`src/khds_pkg.sv`:
```
// Shared types and constants for the k-mer histogram block.
`timescale 1ns / 1ps
package khds_pkg;

    localparam int unsigned MAX_WORD_LEN_DEF = 6;
    localparam int unsigned COUNT_WIDTH_DEF  = 32;
    localparam int unsigned TOTAL_W          = 32;
    localparam int unsigned SCORE_W          = 18;
    localparam int unsigned FRAC_BITS        = 16;
    localparam logic [SCORE_W-1:0] SCORE_MAX = 18'd131072;

    typedef enum logic [1:0] {
        OP_BASE   = 2'd0,
        OP_BREAK  = 2'd1,
        OP_FINISH = 2'd2,
        OP_CLEAR  = 2'd3
    } khds_op_t;

    typedef struct packed {
        logic accept;
        logic clr_step;
        logic rd_base;
        logic wr_base;
        logic walk_step;
        logic div_init;
        logic div_step;
        logic load_out;
    } khds_cmd_t;

    typedef struct packed {
        logic count_hit;
        logic clr_last;
        logic walk_last;
        logic pipe_busy;
        logic div_last;
        logic total_zero;
    } khds_sts_t;

endpackage

```
`src/khds_ctrl.sv`:
```
// Controller state machine: sequences base updates, clearing, the finish walk and division.
`timescale 1ns / 1ps
module khds_ctrl (
    input  logic                aclk,
    input  logic                aresetn,
    input  logic                s_tvalid,
    output logic                s_tready,
    input  logic [1:0]          s_cmd,
    output logic                m_tvalid,
    input  logic                m_tready,
    output khds_pkg::khds_cmd_t cmd,
    input  khds_pkg::khds_sts_t sts
);
    import khds_pkg::*;

    typedef enum logic [7:0] {
        ST_CLEAR = 8'b0000_0001,
        ST_IDLE  = 8'b0000_0010,
        ST_BRD   = 8'b0000_0100,
        ST_BWR   = 8'b0000_1000,
        ST_WALK  = 8'b0001_0000,
        ST_DRAIN = 8'b0010_0000,
        ST_DIV   = 8'b0100_0000,
        ST_OUT   = 8'b1000_0000
    } state_t;

    state_t state_reg, state_next;
    logic   out_vld_reg, out_vld_next;

    always_comb begin
        state_next = state_reg;
        cmd        = '0;
        unique case (state_reg)
            ST_CLEAR: begin
                cmd.clr_step = 1'b1;
                if (sts.clr_last) begin
                    state_next = ST_IDLE;
                end
            end
            ST_IDLE: begin
                if (s_tvalid) begin
                    cmd.accept = 1'b1;
                    unique case (khds_op_t'(s_cmd))
                        OP_BASE:   if (sts.count_hit) state_next = ST_BRD;
                        OP_BREAK:  state_next = ST_IDLE;
                        OP_FINISH: state_next = sts.total_zero ? ST_OUT : ST_WALK;
                        OP_CLEAR:  state_next = ST_CLEAR;
                        default:   state_next = ST_IDLE;
                    endcase
                end
            end
            ST_BRD: begin
                cmd.rd_base = 1'b1;
                state_next  = ST_BWR;
            end
            ST_BWR: begin
                cmd.wr_base = 1'b1;
                state_next  = ST_IDLE;
            end
            ST_WALK: begin
                cmd.walk_step = 1'b1;
                if (sts.walk_last) begin
                    state_next = ST_DRAIN;
                end
            end
            ST_DRAIN: begin
                if (!sts.pipe_busy) begin
                    cmd.div_init = 1'b1;
                    state_next   = ST_DIV;
                end
            end
            ST_DIV: begin
                cmd.div_step = 1'b1;
                if (sts.div_last) begin
                    state_next = ST_OUT;
                end
            end
            ST_OUT: begin
                if (!out_vld_reg || m_tready) begin
                    cmd.load_out = 1'b1;
                    state_next   = ST_IDLE;
                end
            end
            default: state_next = ST_IDLE;
        endcase
    end

    always_comb begin
        out_vld_next = out_vld_reg;
        if (cmd.load_out) begin
            out_vld_next = 1'b1;
        end else if (m_tready) begin
            out_vld_next = 1'b0;
        end
    end

    always_ff @(posedge aclk) begin
        if (!aresetn) begin
            state_reg   <= ST_CLEAR;
            out_vld_reg <= 1'b0;
        end else begin
            state_reg   <= state_next;
            out_vld_reg <= out_vld_next;
        end
    end

    assign s_tready = (state_reg == ST_IDLE);
    assign m_tvalid = out_vld_reg;
endmodule

```
`config.mk`:
```
export PLATFORM = sky130hd
export DESIGN_NAME = khds_ctrl
export DESIGN_NICKNAME = d
export VERILOG_FILES = /design/src/khds_pkg.sv /design/src/khds_ctrl.sv
export SDC_FILE = /design/constraint.sdc
export NUM_CORES = 1
export LEC_CHECK = 0
export ABC_CLOCK_PERIOD_IN_PS = 4300
export BUFFER_PORTS_ARGS = -buffer_cell sky130_fd_sc_hd__buf_2
export CAP_MARGIN = 15
export CORE_UTILIZATION = 52
export DETAILED_ROUTE_END_ITERATION = 6
export PLACE_DENSITY = 0.82
export SLEW_MARGIN = 10
export SYNTH_ARGS = -nofsm -noshare
export SYNTH_HDL_FRONTEND = slang
export SYNTH_SLANG_ARGS = --single-unit
```
`constraint.sdc`:
```
create_clock -name aclk -period 4.3 [get_ports aclk]
set_input_delay 0.215 -clock aclk [delete_from_list [all_inputs] [get_ports aclk]]
set_output_delay 0.215 -clock aclk [all_outputs]
set_load 0.01 [all_outputs]
```
==> reports/metrics.cfg, run 1 <==
[synthesis]
syn_area_sq_um = 674
ys_ff_latch = 9
yosys_warnings = 0
syn_nets = 96
avgSynthCellArea_sq_um = 8.03
postSynthCellCount = 84
synth_cell_types = 40
ys_seq_area_share_pct = 26.7

[global_routing]
grt_pass1_wl_mm = 2.54
met2_usage_pct = 41.8
met3_usage_pct = 4.65
grt_pass1_vias = 594
grt_use_total_pct = 25.1
antenna_found_initial = 0
gr-usage-met1_pct = 32.2
busiest_layer = met2
overflow = 0
grt_max_degree = 11

[critical_path]
start_kind = flop
critPathMaxFanout = 9
crit_slowest_cell = or4b_1
r2r-end = state_reg[5]
criticalPathCategory = reg -> out
worstRegToRegCells = 5
worst_ep_arrival_time_ns = 1.89
cp-end-kind = output port
crit_chain = or4b_1, nor2_1, and2_1, buf_2
cpPeakStageDelay_ns = 0.62
critPathTopFamily = simple AND/OR/NAND/NOR gates
critPathBufInv = 1
r2r_start = state_reg[4]
r2r_slack_ns = 2.40
cp.required_ns = 4.09

[clock_network]
postCtsHoldBufs = 0
clkLatencyLatePin_ns = 0.26
cts_tree = built
clkTransAtPathRegs_ns = 0.07
post_cts_resized = 0
htree_levels = 1
cts_inserted_buffers = 3
clock_path_buffers = 2
postCtsSetupRepairBufs = 0
clock_sinks = 9
cts_root_buffer = clkbuf_4

[placement]
portBuffers = 21
dp_hpwl_mm = 1.28
dp_cells = 116
gp_congestion = 0.898

[cells_and_area]
area_growth_pct = 18.6
regArea_sq_um = 180
mostFrequentLayoutCell = buf_2
multi_input_area_sq_um = 455
stdcell_count = 120
nets = 119
largest_reg_flops = 8
nFillCells = 93
drive_above_1_share_pct = 30.2
diodes = 0
mostFrequentLayoutCells = 21 x buf_2, 12 x nor2_1, 9 x dfxtp_1

[drt]
wl_per_cell_um = 13.6
via_count = 734
wirelength_mm = 1.63
antenna_left = 0
drc = 0
routed_via_density = 6.12
firstDrtPassIters = 4
drt_iter0_markers = 22

[pwr]
leakage_uw = 0.000353
irDropWorstVdd_mv = 0.216
power.density_nw_per_um2 = 250
total_power_uw = 200

[floorplan]
ios = 22
start_util_pct = 58.3
fp.coreArea_sq_um = 1160
die_h_um = 38.0
die_w_um = 38.0
rows = 12
dieArea_sq_um = 1440

[sta]
max_freq_mhz = 475
period_needed_ns = 2.10
drv_slew = 0
worst_pin_slew_ns = 0.519
skew_ns = 0.0105
holdWs_ns = 0.227
setup_viol = 0
hold_viol = 0
tns_ns = 0
rsz0062_at_grt = false
min_period_over_period_pct = 48.9
relSlewSlack_pct = 65.2

[min_path]
hold_depth = 2
holdPathEnd = state_reg[6]
min_path_type = in -> reg
min_from = aresetn

[job]
cap_violations = 0

[outcome]
outcome = completed

==> layout make-up <==
class                           count  share of cell area, %
Multi-Input combinational cell     68                   57.0
Inverter                            4                   1.88
Timing Repair Buffer               21                   13.1
Clock buffer                        4                   3.29
Sequential cell                     9                   22.5
Tap cell                           14                   2.19
==> cell usage after synthesis, drive strengths merged <==
library cell  number  share of area (%)
a2111oi            1                2.2
a211oi             2                2.2
a21boi             1                1.1
a21oi              4                3.0
a311o              1                1.7
a311oi             1                1.3
a31o               1                1.3
a31oi              3                2.8
and2               2                1.9
and3               3                2.8
and4               2                2.6
buf                2                2.8
clkbuf             1               0.74
dfxtp              9                 27
inv                4                2.2
nand2              2                1.1
nand3              3                2.2
nand3b             1                1.1
nand4b             1                1.3
nor2              12                6.7
nor2b              2                1.9
nor3               3                3.9
nor3b              1                1.1
nor4               2                1.9
nor4b              2                2.6
nor4bb             1                1.5
o211a              1                1.5
o21a               2                2.2
o21ai              3                2.2
o22ai              1               0.93
or2b               2                2.6
or3                2                1.9
or3b               2                2.6
or4                2                2.8
or4b               1                1.5
xnor2              1                1.3
==> per-stage QoR <==
stage | setup slack (ns) | area, sq um | util, %
2_1_floorplan | 2.52 | 674 | -
3_3_place_gp | 2.47 | 773 | 66.9
3_5_place_dp | 2.43 | 773 | 66.9
4_1_cts | 2.22 | 800 | 69.2
5_1_grt | 2.11 | 800 | 69.2
6_report | 2.20 | 800 | 69.2
==> kinds of logic after synthesis <==
group	count (synthesis)	share of synthesized area, %
compound gates	21	22.4
flops	9	26.7
buf+inv	7	5.75
xor+xnor	1	1.30
simple gates	46	43.8
==> routing by layer <==
layer  part of all wire, %  up-vias
li1                      -      370
met1                    46      337
met2                    47       22
met3                   5.3        5
met4                   1.4        0
met5                     0        -
==> power breakdown <==
group | switching (uW) | internal (uW) | leakage, uW
logic | 24.2 | 19.0 | 0.000265
clock network | 30.4 | 35.8 | 0.0000150
registers | 4.80 | 86.1 | 0.0000732
total | 59.4 | 141 | 0.000353
==> how the worst max path moves through the flow <==
stage,start,endpoint,cells after the start
2_1_floorplan,state_reg[5],state_reg[5],6
3_3_place_gp,state_reg[4],state_reg[5],5
3_5_place_dp,state_reg[4],state_reg[5],5
4_1_cts,state_reg[7],cmd[7],4
5_1_grt,state_reg[7],cmd[7],4
6_report,state_reg[7],cmd[7],4
Note: power is estimated with default switching activity, not from simulation.
==> inputs of run 2 (changes only) <==
--- a/config.mk
+++ b/config.mk
@@ -5,12 +5,12 @@
 export SDC_FILE = /design/constraint.sdc
 export NUM_CORES = 1
 export LEC_CHECK = 0
-export ABC_CLOCK_PERIOD_IN_PS = 4300
+export ABC_CLOCK_PERIOD_IN_PS = 1700
 export BUFFER_PORTS_ARGS = -buffer_cell sky130_fd_sc_hd__buf_2
 export CAP_MARGIN = 15
-export CORE_UTILIZATION = 52
+export CORE_UTILIZATION = 43
 export DETAILED_ROUTE_END_ITERATION = 6
-export PLACE_DENSITY = 0.82
+export PLACE_DENSITY = 0.72
 export SLEW_MARGIN = 10
 export SYNTH_ARGS = -nofsm -noshare
 export SYNTH_HDL_FRONTEND = slang
==> constraint.sdc (replaced) <==
create_clock -name aclk -period 1.7 [get_ports aclk]
set_input_delay 0.085 -clock aclk [delete_from_list [all_inputs] [get_ports aclk]]
set_output_delay 0.085 -clock aclk [all_outputs]
set_load 0.01 [all_outputs]
==> run 2 against run 1 <==
  * The run now ends with negative setup slack left
  * Count of clock-buffer cells in the layout unchanged
  * Cell area increased by 33%
  * Setup slack got worse by 2.3 ns
  * Clock power increased to 2.6 times the previous value
  * Non-clock buffer count increased by 19
  * Sequential share of layout area decreased by 4.9 points
  * Clock skew decreased by 0.0012 ns
  * Combinational power increased to 4.2 times the previous value
  * Sequential power increased to 2.5 times the previous value
  * Global-route usage increased by 1.8 points
  * Via count increased by 14%
  * Largest cell class unchanged
==> reports/metrics.cfg, run 2 (synthesis gave the netlist of run 1 again) <==
[outcome]
outcome = complete, but fails checks
violations = negative setup slack

[drt]
routed_via_density = 5.98  ; -2.3%
wl_per_cell_um = 15.8  ; +17%
via_count = 837  ; +14%
drc = 0  ; unchanged
drt_iter0_markers = 20  ; -9.1%
firstDrtPassIters = 4  ; unchanged
antenna_left = 0  ; unchanged
wirelength_mm = 2.22  ; +36%

[floorplan]
fp.coreArea_sq_um = 1380  ; +20%
die_w_um = 41.6  ; +9.4%
rows = 13  ; +1
die_h_um = 41.6  ; +9.4%
ios = 22  ; unchanged
dieArea_sq_um = 1730  ; +20%
start_util_pct = 48.8  ; -9.6 points

[critical_path]
worst_ep_arrival_time_ns = 2.00  ; +0.11 ns
cp-end-kind = flop
start_kind = flop
critPathMaxFanout = 6  ; -3
cp.required_ns = 1.91  ; -2.18 ns
criticalPathCategory = reg -> reg

[clock_network]
cts_inserted_buffers = 3  ; unchanged
postCtsHoldBufs = 0  ; unchanged
cts_tree = built
clock_sinks = 9  ; unchanged
htree_levels = 1  ; unchanged
cts_root_buffer = clkbuf_4
clkLatencyLatePin_ns = 0.27  ; about the same
clock_path_buffers = 2  ; unchanged
clkTransAtPathRegs_ns = 0.07  ; about the same

[sta]
relSlewSlack_pct = 73.1  ; +7.9 points
max_freq_mhz = 556
hold_viol = 0  ; unchanged
min_period_over_period_pct = 106
rsz0062_at_grt = true
drv_slew = 0  ; unchanged
skew_ns = 0.00928  ; -0.00117 ns
finalWorstSetupSlack_ns = -0.0985  ; -2.29 ns
period_needed_ns = 1.80
setup_viol = 9  ; +9
tns_ns = -0.466  ; -0.466 ns
worst_pin_slew_ns = 0.404  ; -0.115 ns

[cells_and_area]
final_area_sq_um = 1060  ; +33%
mostFrequentLayoutCell = buf_2
nets = 138  ; +16%
largest_reg_flops = 8  ; unchanged
diodes = 0  ; unchanged
mostFrequentLayoutCells = 20 x buf_2, 18 x buf_4, 7 x nor2_1
area_growth_pct = 57.9
drive_above_1_share_pct = 59.2  ; +29 points
nFillCells = 102  ; +9.7%
stdcell_count = 140  ; +17%

[job]
cap_violations = 0  ; unchanged

[placement]
gp_congestion = 0.822  ; -8.5%
portBuffers = 21  ; unchanged
dp_hpwl_mm = 1.59  ; +24%
postPlaceCellArea_sq_um = 933  ; +21%
dp_cells = 135  ; +16%

[pwr]
leakage_uw = 0.000475  ; +35%
power.density_nw_per_um2 = 545  ; +120%
total_power_uw = 581  ; +190%
irDropWorstVdd_mv = 0.445  ; +110%

[global_routing]
met2_usage_pct = 43.1  ; +1.3 points
gr-usage-met1_pct = 34.9  ; +2.7 points
busiest_layer = met2
grt_pass1_vias = 783  ; +32%
grt_max_degree = 8  ; -3
overflow = 0  ; unchanged
grt_pass1_wl_mm = 3.55  ; +40%
met3_usage_pct = 1.74  ; -2.9 points
antenna_found_initial = 0  ; unchanged
grt_use_total_pct = 26.9  ; +1.8 points

[min_path]
min_path_type = in -> reg

## run 2: worst paths after layout
kind,startpoint,to,slack (ns),cells past startpoint
setup / recovery,state_reg[7],state_reg[7],-0.1,5
hold / removal,aresetn,state_reg[5],0.09,2
setup reg to reg,state_reg[7],state_reg[7],-0.1,5
hold reg to reg,m_tvalid,m_tvalid,0.68,3
## run 2: per-layer routing
metal	vias up	wire length [um]
met1	399	1010
met3	7	92
met5	-	0
li1	404	-
met2	27	1060
met4	0	63
## run 2: worst max-delay path, stage by stage (launching register included)
cell and delay (ns):
dfxtp_2 0.35, or4b_4 0.58, nor3_4 0.25, a31oi_1 0.11, or3_1 0.33, a21oi_2 0.11
## run 2: what timing repair did
item | CTS | global route
cloned | 0 | 0
gates resized for setup | 15 | 10
endpoints found under the setup margin | 11 | 15
setup buffers | 0 | 1
pin swaps | 2 | 4
## run 2: power by group
part           switching, uW  internal (uW)  leakage [uW]
logic                   90.8           92.3      0.000384
registers               9.79            219     0.0000759
clock network           78.5           90.6     0.0000150
## run 2: layout make-up
| class | count | area, sq um | share of cell area [%] |
|---|---|---|---|
| Multi-Input combinational cell | 68 | 559 | 52.5 |
| Timing Repair Buffer | 40 | 258 | 24.2 |
| Sequential cell | 9 | 188 | 17.6 |
| Clock buffer | 4 | 26.3 | 2.47 |
| Tap cell | 15 | 18.8 | 1.76 |
| Inverter | 4 | 15.0 | 1.41 |
## run 2: per-stage QoR
stage                     hold slack (ns)  utilization [%]  worst slack (ns)
after global routing                0.112             77.0            -0.178
after CTS                          0.0900             73.7           -0.0710
after floorplan                     0.202                -           -0.0140
after global placement              0.348             67.5           -0.0419
final                              0.0858             77.0           -0.0985
after detailed placement            0.350             67.5           -0.0547
